--- config.mk ---
export PLATFORM = sky130hd
export DESIGN_NAME = top_k_nearest_max_heap_flat
export DESIGN_NICKNAME = d
export VERILOG_FILES = /design/src/tkn_pkg.sv /design/src/tkn_req_if.sv /design/src/tkn_rsp_if.sv /design/src/top_k_nearest_max_heap.sv /design/src/flat_wrapper.sv
export SDC_FILE = /design/constraint.sdc
export NUM_CORES = 2
export LEC_CHECK = 0
export BUFFER_PORTS_ARGS = -buffer_cell sky130_fd_sc_hd__buf_4
export CORE_ASPECT_RATIO = 1.75
export CORE_MARGIN = 4
export CORE_UTILIZATION = 40
export CTS_CLUSTER_SIZE = 24
export DETAILED_ROUTE_END_ITERATION = 7
export GPL_ROUTABILITY_DRIVEN = 0
export PLACE_DENSITY_LB_ADDON = 0.05
export SLEW_MARGIN = 40
export SYNTH_ARGS = -nofsm -noshare
export SYNTH_HDL_FRONTEND = slang
export SYNTH_SLANG_ARGS = --single-unit
export TNS_END_PERCENT = 5
--- constraint.sdc ---
create_clock -name clock -period 8.88 [get_ports clock]
set_clock_uncertainty 0.1 [all_clocks]
set_input_delay 1.776 -clock clock [delete_from_list [all_inputs] [get_ports clock]]
set_output_delay 1.776 -clock clock [all_outputs]
set_load 0.05 [all_outputs]
--- src/tkn_pkg.sv ---
// tkn_pkg: shared widths, opcodes and constants for the top-k nearest keeper
// used by the channel interfaces and by top_k_nearest_max_heap
package tkn_pkg;

   localparam int OPCODE_BITS   = 2;
   localparam int ID_FIELD_BITS = 16;
   localparam int DIST_BITS     = 32;
   localparam int SLOT_BITS     = 4;
   localparam int COUNT_BITS    = 5;

   localparam int DEFAULT_MAX_KEEP = 16;
   localparam int DEFAULT_ID_BITS  = 16;

   localparam logic [COUNT_BITS-1:0] KEEP_RESET = COUNT_BITS'(16);
   localparam logic [DIST_BITS-1:0]  DIST_NONE  = '1;

   typedef enum logic [OPCODE_BITS-1:0] {
      OP_CLEAR  = 2'd0,
      OP_INSERT = 2'd1,
      OP_READ   = 2'd2
   } opcode_type;

endpackage

--- src/tkn_req_if.sv ---
// tkn_req_if: request channel (opcode, candidate, slot) with valid/ready
// depends on tkn_pkg for field widths
interface tkn_req_if import tkn_pkg::*; ();

   logic                     valid;
   logic                     ready;
   logic [OPCODE_BITS-1:0]   opcode;
   logic [ID_FIELD_BITS-1:0] item_id;
   logic [DIST_BITS-1:0]     distance;
   logic [SLOT_BITS-1:0]     slot;

   modport source (output valid, output opcode, output item_id, output distance,
                   output slot, input ready);
   modport sink   (input valid, input opcode, input item_id, input distance,
                   input slot, output ready);

endinterface

--- src/tkn_rsp_if.sv ---
// tkn_rsp_if: response channel (count, worst distance, read data) with valid/ready
// depends on tkn_pkg for field widths
interface tkn_rsp_if import tkn_pkg::*; ();

   logic                     valid;
   logic                     ready;
   logic [COUNT_BITS-1:0]    entry_count_out;
   logic [DIST_BITS-1:0]     worst_distance;
   logic                     accepted;
   logic [ID_FIELD_BITS-1:0] read_id;
   logic [DIST_BITS-1:0]     read_distance;

   modport source (output valid, output entry_count_out, output worst_distance,
                   output accepted, output read_id, output read_distance,
                   input ready);
   modport sink   (input valid, input entry_count_out, input worst_distance,
                   input accepted, input read_id, input read_distance,
                   output ready);

endinterface

--- src/top_k_nearest_max_heap.sv ---
// top_k_nearest_max_heap: keeps the k smallest-distance candidates in a max-heap
// clear and rejected insert go from idle straight to the done state, read passes
// through the read state, and an accepted insert sifts one heap level per cycle
// through the heap memory and its compare path (up with room, down from the root)
// one item in flight; ready again once the done state fills the response registers
// reset: count 0, keep_count 16, heap contents undefined until written
module top_k_nearest_max_heap import tkn_pkg::*; #(
   parameter int MAX_KEEP = DEFAULT_MAX_KEEP,
   parameter int ID_BITS  = DEFAULT_ID_BITS
) (
   input  logic                  clock,
   input  logic                  reset,
   tkn_req_if.sink               req_ch,
   tkn_rsp_if.source             rsp_ch,
   input  logic                  csr_we,
   input  logic [COUNT_BITS-1:0] csr_wdata
);

   localparam int IDX_W      = (MAX_KEEP > 1) ? $clog2(MAX_KEEP) : 1;
   localparam int CHILD_W    = IDX_W + 2;
   localparam int STORE_BITS = (ID_BITS < ID_FIELD_BITS) ? ID_BITS : ID_FIELD_BITS;
   localparam logic [COUNT_BITS-1:0] CAP_MAX =
      COUNT_BITS'((MAX_KEEP > 31) ? 31 : MAX_KEEP);

   typedef struct packed {
      logic [STORE_BITS-1:0] id;
      logic [DIST_BITS-1:0]  key;
   } entry_type;

   typedef enum logic [4:0] {
      S_IDLE = 5'b00001,
      S_UP   = 5'b00010,
      S_DOWN = 5'b00100,
      S_READ = 5'b01000,
      S_DONE = 5'b10000
   } state_type;

   state_type                state_ff, state_in;
   logic [COUNT_BITS-1:0]    keep_ff;
   logic [COUNT_BITS-1:0]    count_ff, count_in;
   logic [IDX_W-1:0]         pos_ff, pos_in;
   entry_type                car_ff, car_in;
   logic [DIST_BITS-1:0]     root_ff, root_in;
   logic                     hit_ff, hit_in;
   logic                     acc_ff, acc_in;
   logic [ID_FIELD_BITS-1:0] rid_ff, rid_in;
   logic [DIST_BITS-1:0]     rdist_ff, rdist_in;

   logic                     rsp_valid_ff, rsp_valid_in;
   logic [COUNT_BITS-1:0]    rsp_count_ff, rsp_count_in;
   logic [DIST_BITS-1:0]     rsp_worst_ff, rsp_worst_in;
   logic                     rsp_acc_ff, rsp_acc_in;
   logic [ID_FIELD_BITS-1:0] rsp_rid_ff, rsp_rid_in;
   logic [DIST_BITS-1:0]     rsp_rdist_ff, rsp_rdist_in;

   // heap memory: one write port, two registered read ports
   entry_type                mem [MAX_KEEP];
   logic                     mem_we;
   logic [IDX_W-1:0]         mem_waddr;
   entry_type                mem_wdata;
   logic [IDX_W-1:0]         rd_addr_a, rd_addr_b;
   entry_type                rd_a_ff, rd_b_ff;

   logic [COUNT_BITS-1:0]    cap;
   entry_type                new_entry;
   logic [IDX_W-1:0]         up_parent, next_parent;
   logic [CHILD_W-1:0]       cl, cr, nl, nr;
   logic                     take_l, take_r;
   logic [DIST_BITS-1:0]     big_l_dist;
   logic                     load_rsp;

   always_comb begin
      if (keep_ff == '0) begin
         cap = COUNT_BITS'(1);
      end else if (keep_ff > CAP_MAX) begin
         cap = CAP_MAX;
      end else begin
         cap = keep_ff;
      end
   end

   assign new_entry = entry_type'{id: req_ch.item_id[STORE_BITS-1:0],
                                  key: req_ch.distance};
   assign up_parent = (pos_ff - 1'b1) >> 1;
   assign cl        = {1'b0, pos_ff, 1'b1};
   assign cr        = cl + 1'b1;

   // strict compares keep ties in place, as in the sift rules
   assign take_l     = (cl < CHILD_W'(count_ff)) && (rd_a_ff.key > car_ff.key);
   assign big_l_dist = take_l ? rd_a_ff.key : car_ff.key;
   assign take_r     = (cr < CHILD_W'(count_ff)) && (rd_b_ff.key > big_l_dist);

   assign load_rsp = (state_ff == S_DONE) && (!rsp_valid_ff || rsp_ch.ready);

   always_comb begin
      state_in     = state_ff;
      count_in     = count_ff;
      pos_in       = pos_ff;
      car_in       = car_ff;
      hit_in       = hit_ff;
      acc_in       = acc_ff;
      rid_in       = rid_ff;
      rdist_in     = rdist_ff;
      mem_we       = 1'b0;
      mem_waddr    = pos_ff;
      mem_wdata    = car_ff;
      rsp_valid_in = rsp_valid_ff && !rsp_ch.ready;
      rsp_count_in = rsp_count_ff;
      rsp_worst_in = rsp_worst_ff;
      rsp_acc_in   = rsp_acc_ff;
      rsp_rid_in   = rsp_rid_ff;
      rsp_rdist_in = rsp_rdist_ff;

      unique case (state_ff)
         S_IDLE: begin
            if (req_ch.valid) begin
               acc_in   = 1'b0;
               rid_in   = '0;
               rdist_in = '0;
               state_in = S_DONE;
               unique case (req_ch.opcode)
                  OP_CLEAR: begin
                     count_in = '0;
                  end
                  OP_INSERT: begin
                     if (count_ff < cap) begin
                        pos_in   = IDX_W'(count_ff);
                        car_in   = new_entry;
                        count_in = count_ff + 1'b1;
                        acc_in   = 1'b1;
                        state_in = S_UP;
                     end else if (count_ff != '0 && req_ch.distance < root_ff) begin
                        pos_in   = '0;
                        car_in   = new_entry;
                        acc_in   = 1'b1;
                        state_in = S_DOWN;
                     end
                  end
                  OP_READ: begin
                     hit_in   = req_ch.slot < count_ff;
                     state_in = S_READ;
                  end
                  default: ;
               endcase
            end
         end
         S_UP: begin
            mem_we = 1'b1;
            if (pos_ff == '0) begin
               state_in = S_DONE;
            end else if (car_ff.key > rd_a_ff.key) begin
               // parent moves down into the hole
               mem_wdata = rd_a_ff;
               pos_in    = up_parent;
            end else begin
               state_in = S_DONE;
            end
         end
         S_DOWN: begin
            mem_we = 1'b1;
            if (take_r) begin
               mem_wdata = rd_b_ff;
               pos_in    = IDX_W'(cr);
            end else if (take_l) begin
               mem_wdata = rd_a_ff;
               pos_in    = IDX_W'(cl);
            end else begin
               state_in = S_DONE;
            end
         end
         S_READ: begin
            rid_in   = hit_ff ? ID_FIELD_BITS'(rd_a_ff.id) : '0;
            rdist_in = hit_ff ? rd_a_ff.key : '0;
            state_in = S_DONE;
         end
         S_DONE: begin
            if (load_rsp) begin
               rsp_valid_in = 1'b1;
               rsp_count_in = count_ff;
               rsp_worst_in = (count_ff == '0) ? DIST_NONE : root_ff;
               rsp_acc_in   = acc_ff;
               rsp_rid_in   = rid_ff;
               rsp_rdist_in = rdist_ff;
               state_in     = S_IDLE;
            end
         end
         default: begin
            state_in = S_IDLE;
         end
      endcase
   end

   // root copy tracks every write to slot zero
   assign root_in = (mem_we && mem_waddr == '0) ? mem_wdata.key : root_ff;

   // read addresses follow the next position
   assign next_parent = (pos_in == '0) ? '0 : IDX_W'((pos_in - 1'b1) >> 1);
   assign nl          = {1'b0, pos_in, 1'b1};
   assign nr          = nl + 1'b1;

   always_comb begin
      rd_addr_a = '0;
      rd_addr_b = '0;
      if (state_in == S_UP) begin
         rd_addr_a = next_parent;
      end else if (state_in == S_DOWN) begin
         rd_addr_a = (nl < CHILD_W'(count_in)) ? IDX_W'(nl) : '0;
         rd_addr_b = (nr < CHILD_W'(count_in)) ? IDX_W'(nr) : '0;
      end else if (state_ff == S_IDLE && state_in == S_READ) begin
         rd_addr_a = (req_ch.slot < count_ff) ? IDX_W'(req_ch.slot) : '0;
      end
   end

   always_ff @(posedge clock) begin
      if (mem_we) begin
         mem[mem_waddr] <= mem_wdata;
      end
      rd_a_ff <= mem[rd_addr_a];
      rd_b_ff <= mem[rd_addr_b];
   end

   always_ff @(posedge clock) begin
      if (reset) begin
         state_ff     <= S_IDLE;
         count_ff     <= '0;
         keep_ff      <= KEEP_RESET;
         rsp_valid_ff <= 1'b0;
      end else begin
         state_ff     <= state_in;
         count_ff     <= count_in;
         rsp_valid_ff <= rsp_valid_in;
         if (csr_we) begin
            keep_ff <= csr_wdata;
         end
      end
   end

   always_ff @(posedge clock) begin
      pos_ff       <= pos_in;
      car_ff       <= car_in;
      root_ff      <= root_in;
      hit_ff       <= hit_in;
      acc_ff       <= acc_in;
      rid_ff       <= rid_in;
      rdist_ff     <= rdist_in;
      rsp_count_ff <= rsp_count_in;
      rsp_worst_ff <= rsp_worst_in;
      rsp_acc_ff   <= rsp_acc_in;
      rsp_rid_ff   <= rsp_rid_in;
      rsp_rdist_ff <= rsp_rdist_in;
   end

   assign req_ch.ready           = (state_ff == S_IDLE);
   assign rsp_ch.valid           = rsp_valid_ff;
   assign rsp_ch.entry_count_out = rsp_count_ff;
   assign rsp_ch.worst_distance  = rsp_worst_ff;
   assign rsp_ch.accepted        = rsp_acc_ff;
   assign rsp_ch.read_id         = rsp_rid_ff;
   assign rsp_ch.read_distance   = rsp_rdist_ff;

   a_count_bound: assert property (@(posedge clock) disable iff (reset)
      count_ff <= CAP_MAX)
      else $error("heap count above capacity limit");

   a_write_in_set: assert property (@(posedge clock) disable iff (reset)
      mem_we |-> (COUNT_BITS'(mem_waddr) < count_ff))
      else $error("heap write outside the held entries");

   a_down_nonempty: assert property (@(posedge clock) disable iff (reset)
      (state_ff == S_DOWN) |-> (count_ff != '0))
      else $error("sift down on an empty heap");

   a_clear_empties: assert property (@(posedge clock) disable iff (reset)
      (req_ch.valid && req_ch.ready && req_ch.opcode == OP_CLEAR) |=> (count_ff == '0))
      else $error("clear beat left entries behind");

   a_empty_worst: assert property (@(posedge clock) disable iff (reset)
      (rsp_ch.valid && rsp_ch.entry_count_out == '0) |-> (rsp_ch.worst_distance == DIST_NONE))
      else $error("empty set must report all-ones worst distance");

endmodule
--- src/flat_wrapper.sv ---
// flat-port wrapper written by rule: the top's interface ports become plain ports
module top_k_nearest_max_heap_flat import tkn_pkg::*;
#(
   parameter int MAX_KEEP = DEFAULT_MAX_KEEP,
   parameter int ID_BITS  = DEFAULT_ID_BITS
)
  (clock, reset, csr_we, csr_wdata, req_ch_valid, req_ch_opcode, req_ch_item_id, req_ch_distance, req_ch_slot, req_ch_ready, rsp_ch_valid, rsp_ch_entry_count_out, rsp_ch_worst_distance, rsp_ch_accepted, rsp_ch_read_id, rsp_ch_read_distance, rsp_ch_ready);
  tkn_req_if req_ch_i ();
  tkn_rsp_if rsp_ch_i ();
  input  logic clock;
  input  logic reset;
  input  logic csr_we;
  input  logic [COUNT_BITS-1:0] csr_wdata;
  input wire logic [$bits(req_ch_i.valid)-1:0] req_ch_valid;
  input wire logic [$bits(req_ch_i.opcode)-1:0] req_ch_opcode;
  input wire logic [$bits(req_ch_i.item_id)-1:0] req_ch_item_id;
  input wire logic [$bits(req_ch_i.distance)-1:0] req_ch_distance;
  input wire logic [$bits(req_ch_i.slot)-1:0] req_ch_slot;
  output wire logic [$bits(req_ch_i.ready)-1:0] req_ch_ready;
  output wire logic [$bits(rsp_ch_i.valid)-1:0] rsp_ch_valid;
  output wire logic [$bits(rsp_ch_i.entry_count_out)-1:0] rsp_ch_entry_count_out;
  output wire logic [$bits(rsp_ch_i.worst_distance)-1:0] rsp_ch_worst_distance;
  output wire logic [$bits(rsp_ch_i.accepted)-1:0] rsp_ch_accepted;
  output wire logic [$bits(rsp_ch_i.read_id)-1:0] rsp_ch_read_id;
  output wire logic [$bits(rsp_ch_i.read_distance)-1:0] rsp_ch_read_distance;
  input wire logic [$bits(rsp_ch_i.ready)-1:0] rsp_ch_ready;
  assign req_ch_i.valid = req_ch_valid;
  assign req_ch_i.opcode = req_ch_opcode;
  assign req_ch_i.item_id = req_ch_item_id;
  assign req_ch_i.distance = req_ch_distance;
  assign req_ch_i.slot = req_ch_slot;
  assign req_ch_ready = req_ch_i.ready;
  assign rsp_ch_valid = rsp_ch_i.valid;
  assign rsp_ch_entry_count_out = rsp_ch_i.entry_count_out;
  assign rsp_ch_worst_distance = rsp_ch_i.worst_distance;
  assign rsp_ch_accepted = rsp_ch_i.accepted;
  assign rsp_ch_read_id = rsp_ch_i.read_id;
  assign rsp_ch_read_distance = rsp_ch_i.read_distance;
  assign rsp_ch_i.ready = rsp_ch_ready;
  top_k_nearest_max_heap #(.MAX_KEEP(MAX_KEEP), .ID_BITS(ID_BITS)) u_core (.clock(clock), .reset(reset), .req_ch(req_ch_i), .rsp_ch(rsp_ch_i), .csr_we(csr_we), .csr_wdata(csr_wdata));
endmodule
== Word-level counts from Yosys, hierarchy flattened ==
Memories as Yosys holds them, arrays and structs flattened. A register that Yosys moved wholly into a read port is not among the register bits.
Index checks and enable logic that the tools add are counted.

* Equality and inequality tests: 11
* Order comparisons: 11
* Reductions and logical operators: 24
* Add/subtract/negate cells: 5
* Multiplexer cells: 55

{| class="wikitable"
|+ Operator list
! operator !! count
|-
| $mux 48 || 6
|-
| $gt 32x32->1 || 3
|-
| $mux 32 || 3
|-
| $pmux 48 s2 || 1
|-
| $mux 5 || 13
|-
| $mux 4 || 16
|-
| $pmux 32 s2 || 1
|-
| $lt 32x32->1 || 1
|-
| $mux 16 || 2
|-
| $pmux 16 s2 || 1
|-
| $pmux 5 s5 || 1
|-
| $pmux 5 s2 || 2
|-
| $lt 5x5->1 || 3
|-
| $add 5x1->6 const B || 2
|-
| $lt 6x5->1 || 2
|-
| $pmux 4 s3 || 1
|-
| $eq 5x2->1 const B || 2
|-
| $eq 5x3->1 const B || 2
|-
| $eq 5x4->1 const B || 2
|-
| $logic_not 5->1 || 2
|-
| $logic_not 4->1 || 2
|-
| $sub 4x1->4 const B || 2
|-
| $logic_and 1x1->1 || 7
|-
| $mux 1 || 7
|-
| other kinds (18) || 22
|}

* Flip-flop bits (word level): 236
* RAM bits: 768
* Memories kept: 1

{| class="wikitable"
|+ Memories
! memory !! words !! width !! read ports !! clocked after memory_dff !! wr ports !! line !! text
|-
| u_core.mem || 16 || 48 || 2 || 2 || 1 || top_k_nearest_max_heap.sv:57 || <nowiki>entry_type mem [MAX_KEEP];</nowiki>
|}

== Longest topological paths before layout ==
* Depth after elaboration: 13
* Gate-level depth with buffers: 37
* Gate-level depth less buffers: 33

== Worst setup path before layout ==
No wires, ideal clock.

* Path type: flip-flop to flip-flop
* Start: register u_core.car_ff[30] in the netlist's numbering
* End: register u_core.rd_a_ff[34] (netlist name)
* Cell stages (with the launch flop): 37
* Clock period less this slack: 8.109 ns
* Arrival time: 7.935 ns
* Setup slack: 0.771 ns
* Data required time: 8.706 ns
* Buffers on the path: 5
* Cells stage by stage: edfxtp_1 -> inv_1 -> ha_1 -> nand4_1 -> or4_4 -> nor4_1 -> or2_2 -> a2bb2oi_4 -> buf_4 -> clkbuf_1 -> mux2i_1 -> ha_1 -> and2_1 -> a221o_1 -> a2111o_1 -> o311a_1 -> a21oi_4 -> nor2_2 -> o31ai_4 -> a41oi_1 -> or2_2 -> ha_1 -> nor2b_1 -> o21ai_0 -> nand2b_1 -> a21oi_1 -> nand2_1 -> a21o_1 -> and3_1 -> nand2_1 -> clkbuf_1 -> clkbuf_1 -> clkbuf_1 -> a21oi_1 -> a211oi_1 -> o21ai_1 -> a31oi_1

{| class="wikitable"
|+ RTL lines
! item !! line !! text
|-
| start: declaration || top_k_nearest_max_heap.sv:42 || <nowiki>entry_type car_ff, car_in;</nowiki>
|-
| start signal: assignment || top_k_nearest_max_heap.sv:240 || <nowiki>car_ff <= car_in;</nowiki>
|-
| $gt 32x32->1 || top_k_nearest_max_heap.sv:89 || <nowiki>assign take_l = (cl < CHILD_W'(count_ff)) && (rd_a_ff.key > car_ff.key);</nowiki>
|-
| $logic_and 1x1->1 || top_k_nearest_max_heap.sv:89 ||
|-
| $mux 32 || top_k_nearest_max_heap.sv:90 || <nowiki>assign big_l_dist = take_l ? rd_a_ff.key : car_ff.key;</nowiki>
|-
| $gt 32x32->1 || top_k_nearest_max_heap.sv:91 || <nowiki>assign take_r = (cr < CHILD_W'(count_ff)) && (rd_b_ff.key > big_l_dist);</nowiki>
|-
| $logic_and 1x1->1 || top_k_nearest_max_heap.sv:91 ||
|-
| $mux 4 || top_k_nearest_max_heap.sv:161 || <nowiki>if (take_r) begin</nowiki>
|-
| $pmux 4 s3 (*) || top_k_nearest_max_heap.sv:114 || <nowiki>unique case (state_ff)</nowiki>
|-
| net u_core.pos_in[1] || top_k_nearest_max_heap.sv:41 || <nowiki>logic [IDX_W-1:0] pos_ff, pos_in;</nowiki>
|-
| $lt 5x5->1 || top_k_nearest_max_heap.sv:207 || <nowiki>rd_addr_a = (nl < CHILD_W'(count_in)) ? IDX_W'(nl) : '0;</nowiki>
|-
| $mux 4 || top_k_nearest_max_heap.sv:207 ||
|-
| $mux 4 || top_k_nearest_max_heap.sv:206 || <nowiki>end else if (state_in == S_DOWN) begin</nowiki>
|-
| $mux 4 (*) || top_k_nearest_max_heap.sv:204 || <nowiki>if (state_in == S_UP) begin</nowiki>
|}

Mark *: on every way through the listed nets, which the timed path passes. The rest lies on a longest branch.
A chain may end at the register's enable or synchronous reset.

== Final worst setup path ==
* Start: register u_core.rd_a_ff[26] (netlist name)
* End: register u_core.rd_a_ff[28] (netlist name)

{| class="wikitable"
|+ RTL lines
! item !! line
|-
| $gt 32x32->1 || top_k_nearest_max_heap.sv:89
|-
| $logic_and 1x1->1 || top_k_nearest_max_heap.sv:89
|-
| $mux 32 || top_k_nearest_max_heap.sv:90
|-
| $gt 32x32->1 || top_k_nearest_max_heap.sv:91
|-
| $logic_and 1x1->1 || top_k_nearest_max_heap.sv:91
|-
| $mux 4 || top_k_nearest_max_heap.sv:161
|-
| $pmux 4 s3 (*) || top_k_nearest_max_heap.sv:114
|-
| net u_core.pos_in[1] || top_k_nearest_max_heap.sv:41
|-
| $lt 5x5->1 || top_k_nearest_max_heap.sv:207
|-
| $mux 4 || top_k_nearest_max_heap.sv:207
|-
| $mux 4 || top_k_nearest_max_heap.sv:206
|-
| $mux 4 (*) || top_k_nearest_max_heap.sv:204
|}

Marks and branches as above.

==> impl_metrics.json <==
{
  "run_status": "finished, final reports clean",
  "async_flop_share": 0,
  "row_count": 167,
  "max_cap_viol_count": 0,
  "syn2layout_area_growth_pct": 21.5,
  "drtAntennaViolNets": 0,
  "holdCritPathClass": "reg2reg",
  "wirelength_mm": 181,
  "grt_max_degree": 92,
  "yosys_most_used_dff": "edfxtp_1",
  "clock.fmax_ghz": 0.115,
  "antenna_found_initial": 6,
  "overflow": 0,
  "required_ns": 9.39,
  "place_area_um2": 54500,
  "syn_nets": 4269,
  "synth_common_cells": "edfxtp_1, nand2_1, a21oi_1",
  "layout-drive-gt1-share": 0.198,
  "dr.pass1.iters": 8,
  "cp_data_arrival_time_ns": 9.19,
  "slew_headroom": 0.420,
  "avgSynthCellArea_um2": 11.8,
  "wl_met3_mm": 11.6,
  "min_period_ns": 8.68,
  "core_area_um2": 119000,
  "synth_top_cell_area_share": 0.596,
  "critPathLaunchType": "flop",
  "ys_ff_latch": 1068,
  "worst-setup-path-type": "reg2reg",
  "n_fill_cell": 10620,
  "dieHeight_um": 466,
  "slowest_delay_ns": 0.63,
  "setup_violations": 0,
  "top_layer": "met4",
  "cts_tree": "yes",
  "portBuffers": 151,
  "hpwl_mm": 119,
  "cts_hold_buf": 0,
  "pin_count": 152,
  "cts.path.max_buffers": 3,
  "met1_length_mm": 71.8,
  "synth.most_common_cell": "edfxtp_1",
  "drcViolationCount": 0,
  "final_nets": 4692,
  "cts_buffers": 101,
  "grt_pass1_vias": 36072,
  "dieArea_um2": 126000,
  "synth_cell_types": 87,
  "yosys.area.top_type": "edfxtp_1",
  "fin_crit_sh": 0.978,
  "dr.first_iter.drc_count": 3779,
  "post_drt_wl_per_cell_um": 29.6,
  "power_mw": 12.7,
  "dpl.cell_count": 5894,
  "synth_seq_area_share": 0.644,
  "fin_cells": 6114,
  "holdWs_ns": 0.312,
  "finalHoldViolCount": 0,
  "cp-end-kind": "flop",
  "power_density_nw_per_um2": 218,
  "cts_htree_levels": 3,
  "synthTopCellsByArea": "edfxtp_1, dfxtp_1, nand2_1",
  "clk_pin_slew_ns": 0.07,
  "syn-cell-area_um2": 48000,
  "final_util": 0.491,
  "tightest_slew_ns": 0.867,
  "synth_warnings": 0,
  "p_leak_nw": 20.9,
  "slowest_stage": "or4_4",
  "design_area_um2": 58300,
  "synth_enable_flop_cells": 952,
  "grt_usage": 0.278,
  "cts.sinks": 1068,
  "ir_drop_v": 0.000176,
  "start_util": 0.404,
  "dr_total_vias": 36840,
  "root_buffer": "clkbuf_16",
  "maxSlewViolCount": 0,
  "die_w_um": 270,
  "worstPathMaxFanout": 12,
  "synthCells": 4078,
  "grt_pass1_wl_mm": 255,
  "clk_latency_ns": 0.73,
  "wl_met2_mm": 88.4,
  "vias_per_cell": 6.03
}
## path summary, 6_finish.rpt
kind	cells past startpoint	end	from	slack (ns)
max	35	u_core.rd_a_ff[28]$_DFF_P_	u_core.rd_a_ff[26]$_DFF_P_	0.20
min	0	u_core.rsp_ch.read_distance[23]$_DFFE_PP_	u_core.rdist_ff[23]$_SDFFCE_PN0P_	0.31
max reg2reg	35	u_core.rd_a_ff[28]$_DFF_P_	u_core.rd_a_ff[26]$_DFF_P_	0.20
min reg2reg	0	u_core.rsp_ch.read_distance[23]$_DFFE_PP_	u_core.rdist_ff[23]$_SDFFCE_PN0P_	0.31
## metrics by stage
stage | setup TNS [ns] | setup slack (ns)
floorplan | 0 | 0.771
global placement | 0 | 0.00243
detailed placement | 0 | 0.0427
CTS | 0 | 0.0240
global route | -0.0541 | -0.0314
finish | 0 | 0.198
## logic make-up (layout without fill, tap and decap cells)
logic type	after synthesis	in the layout	synth area share
mux	52	52	0.0119
xor+xnor	7	7	0.00128
fa+ha+maj	127	127	0.0331
compound gates	980	980	0.139
flops	1068	1068	0.644
other cells	0	3	0
buf+inv	396	907	0.0332
simple gates	1448	1449	0.138
## power breakdown
part	leakage [nW]	switching (mW)	internal (mW)	total (mW)
combinational	9.67	1.53	0.917	2.44
clock	1.65	2.01	2.57	4.58
sequential	9.56	0.118	5.55	5.67
## state kept, by name, indices dropped and copies added, names as in the netlist, 16 cells and up
signal,flops
u_core.rdist_ff,32
u_core.rid_ff,16
u_core.rsp_ch.read_id,16
u_core.rd_b_ff,48
u_core.car_ff,48
u_core.rd_a_ff,48
u_core.mem,768
u_core.rsp_ch.read_distance,32
u_core.rsp_ch.worst_distance,32
## cell type report
type | count | area [µm²] | area share
flip-flops and latches | 1068 | 30900 | 0.530
multi-input cells | 2615 | 15900 | 0.273
diodes | 3 | 7.51 | 0.000129
clock inverters | 70 | 787 | 0.0135
repair buffers | 608 | 5730 | 0.0982
clock buffers | 122 | 2670 | 0.0458
inverters | 107 | 404 | 0.00693
well taps | 1521 | 1900 | 0.0326
## critical path: cells and delay by family (launching register included)
kind	cells	cell delay, ns
AO/OA/AOI/OAI	13	3.28
adder cells (fa/ha/maj)	3	0.77
buffers and inverters	5	0.81
flip-flops	1	0.60
multiplexers	1	0.24
AND/OR/NAND/NOR	13	2.75
## cells in the final DEF, fill, tap and decap left out, types with 40 or more instances in the layout
cell,Yosys,final
edfxtp_1,952,952
nand2_1,536,533
buf_4,3,507
a21oi_1,242,241
nor2_1,241,225
nor3_1,223,217
nand3_1,216,213
o21ai_0,151,151
ha_1,127,127
o211ai_1,119,119
dfxtp_1,116,115
clkbuf_16,0,106
inv_1,104,104
buf_12,0,77
a211oi_1,75,73
a31oi_1,70,70
and2_1,58,55
a22oi_1,54,53
a221oi_1,40,40
## routing by layer
metal,track usage,up-vias
li1,-,16326
met1,0.355,18565
met2,0.475,1577
met3,0.0313,372
met4,0.133,0
met5,0,-
## timing repair
| item | in CTS | in global routing |
|---|---|---|
| setup endpoints to repair | 3 | 96 |
| pin swaps | 1 | 13 |
| resized for setup | 1 | 24 |
| setup buffers | 0 | 21 |
| cloned | 0 | 4 |
Note: power is estimated with default switching activity, not from simulation.
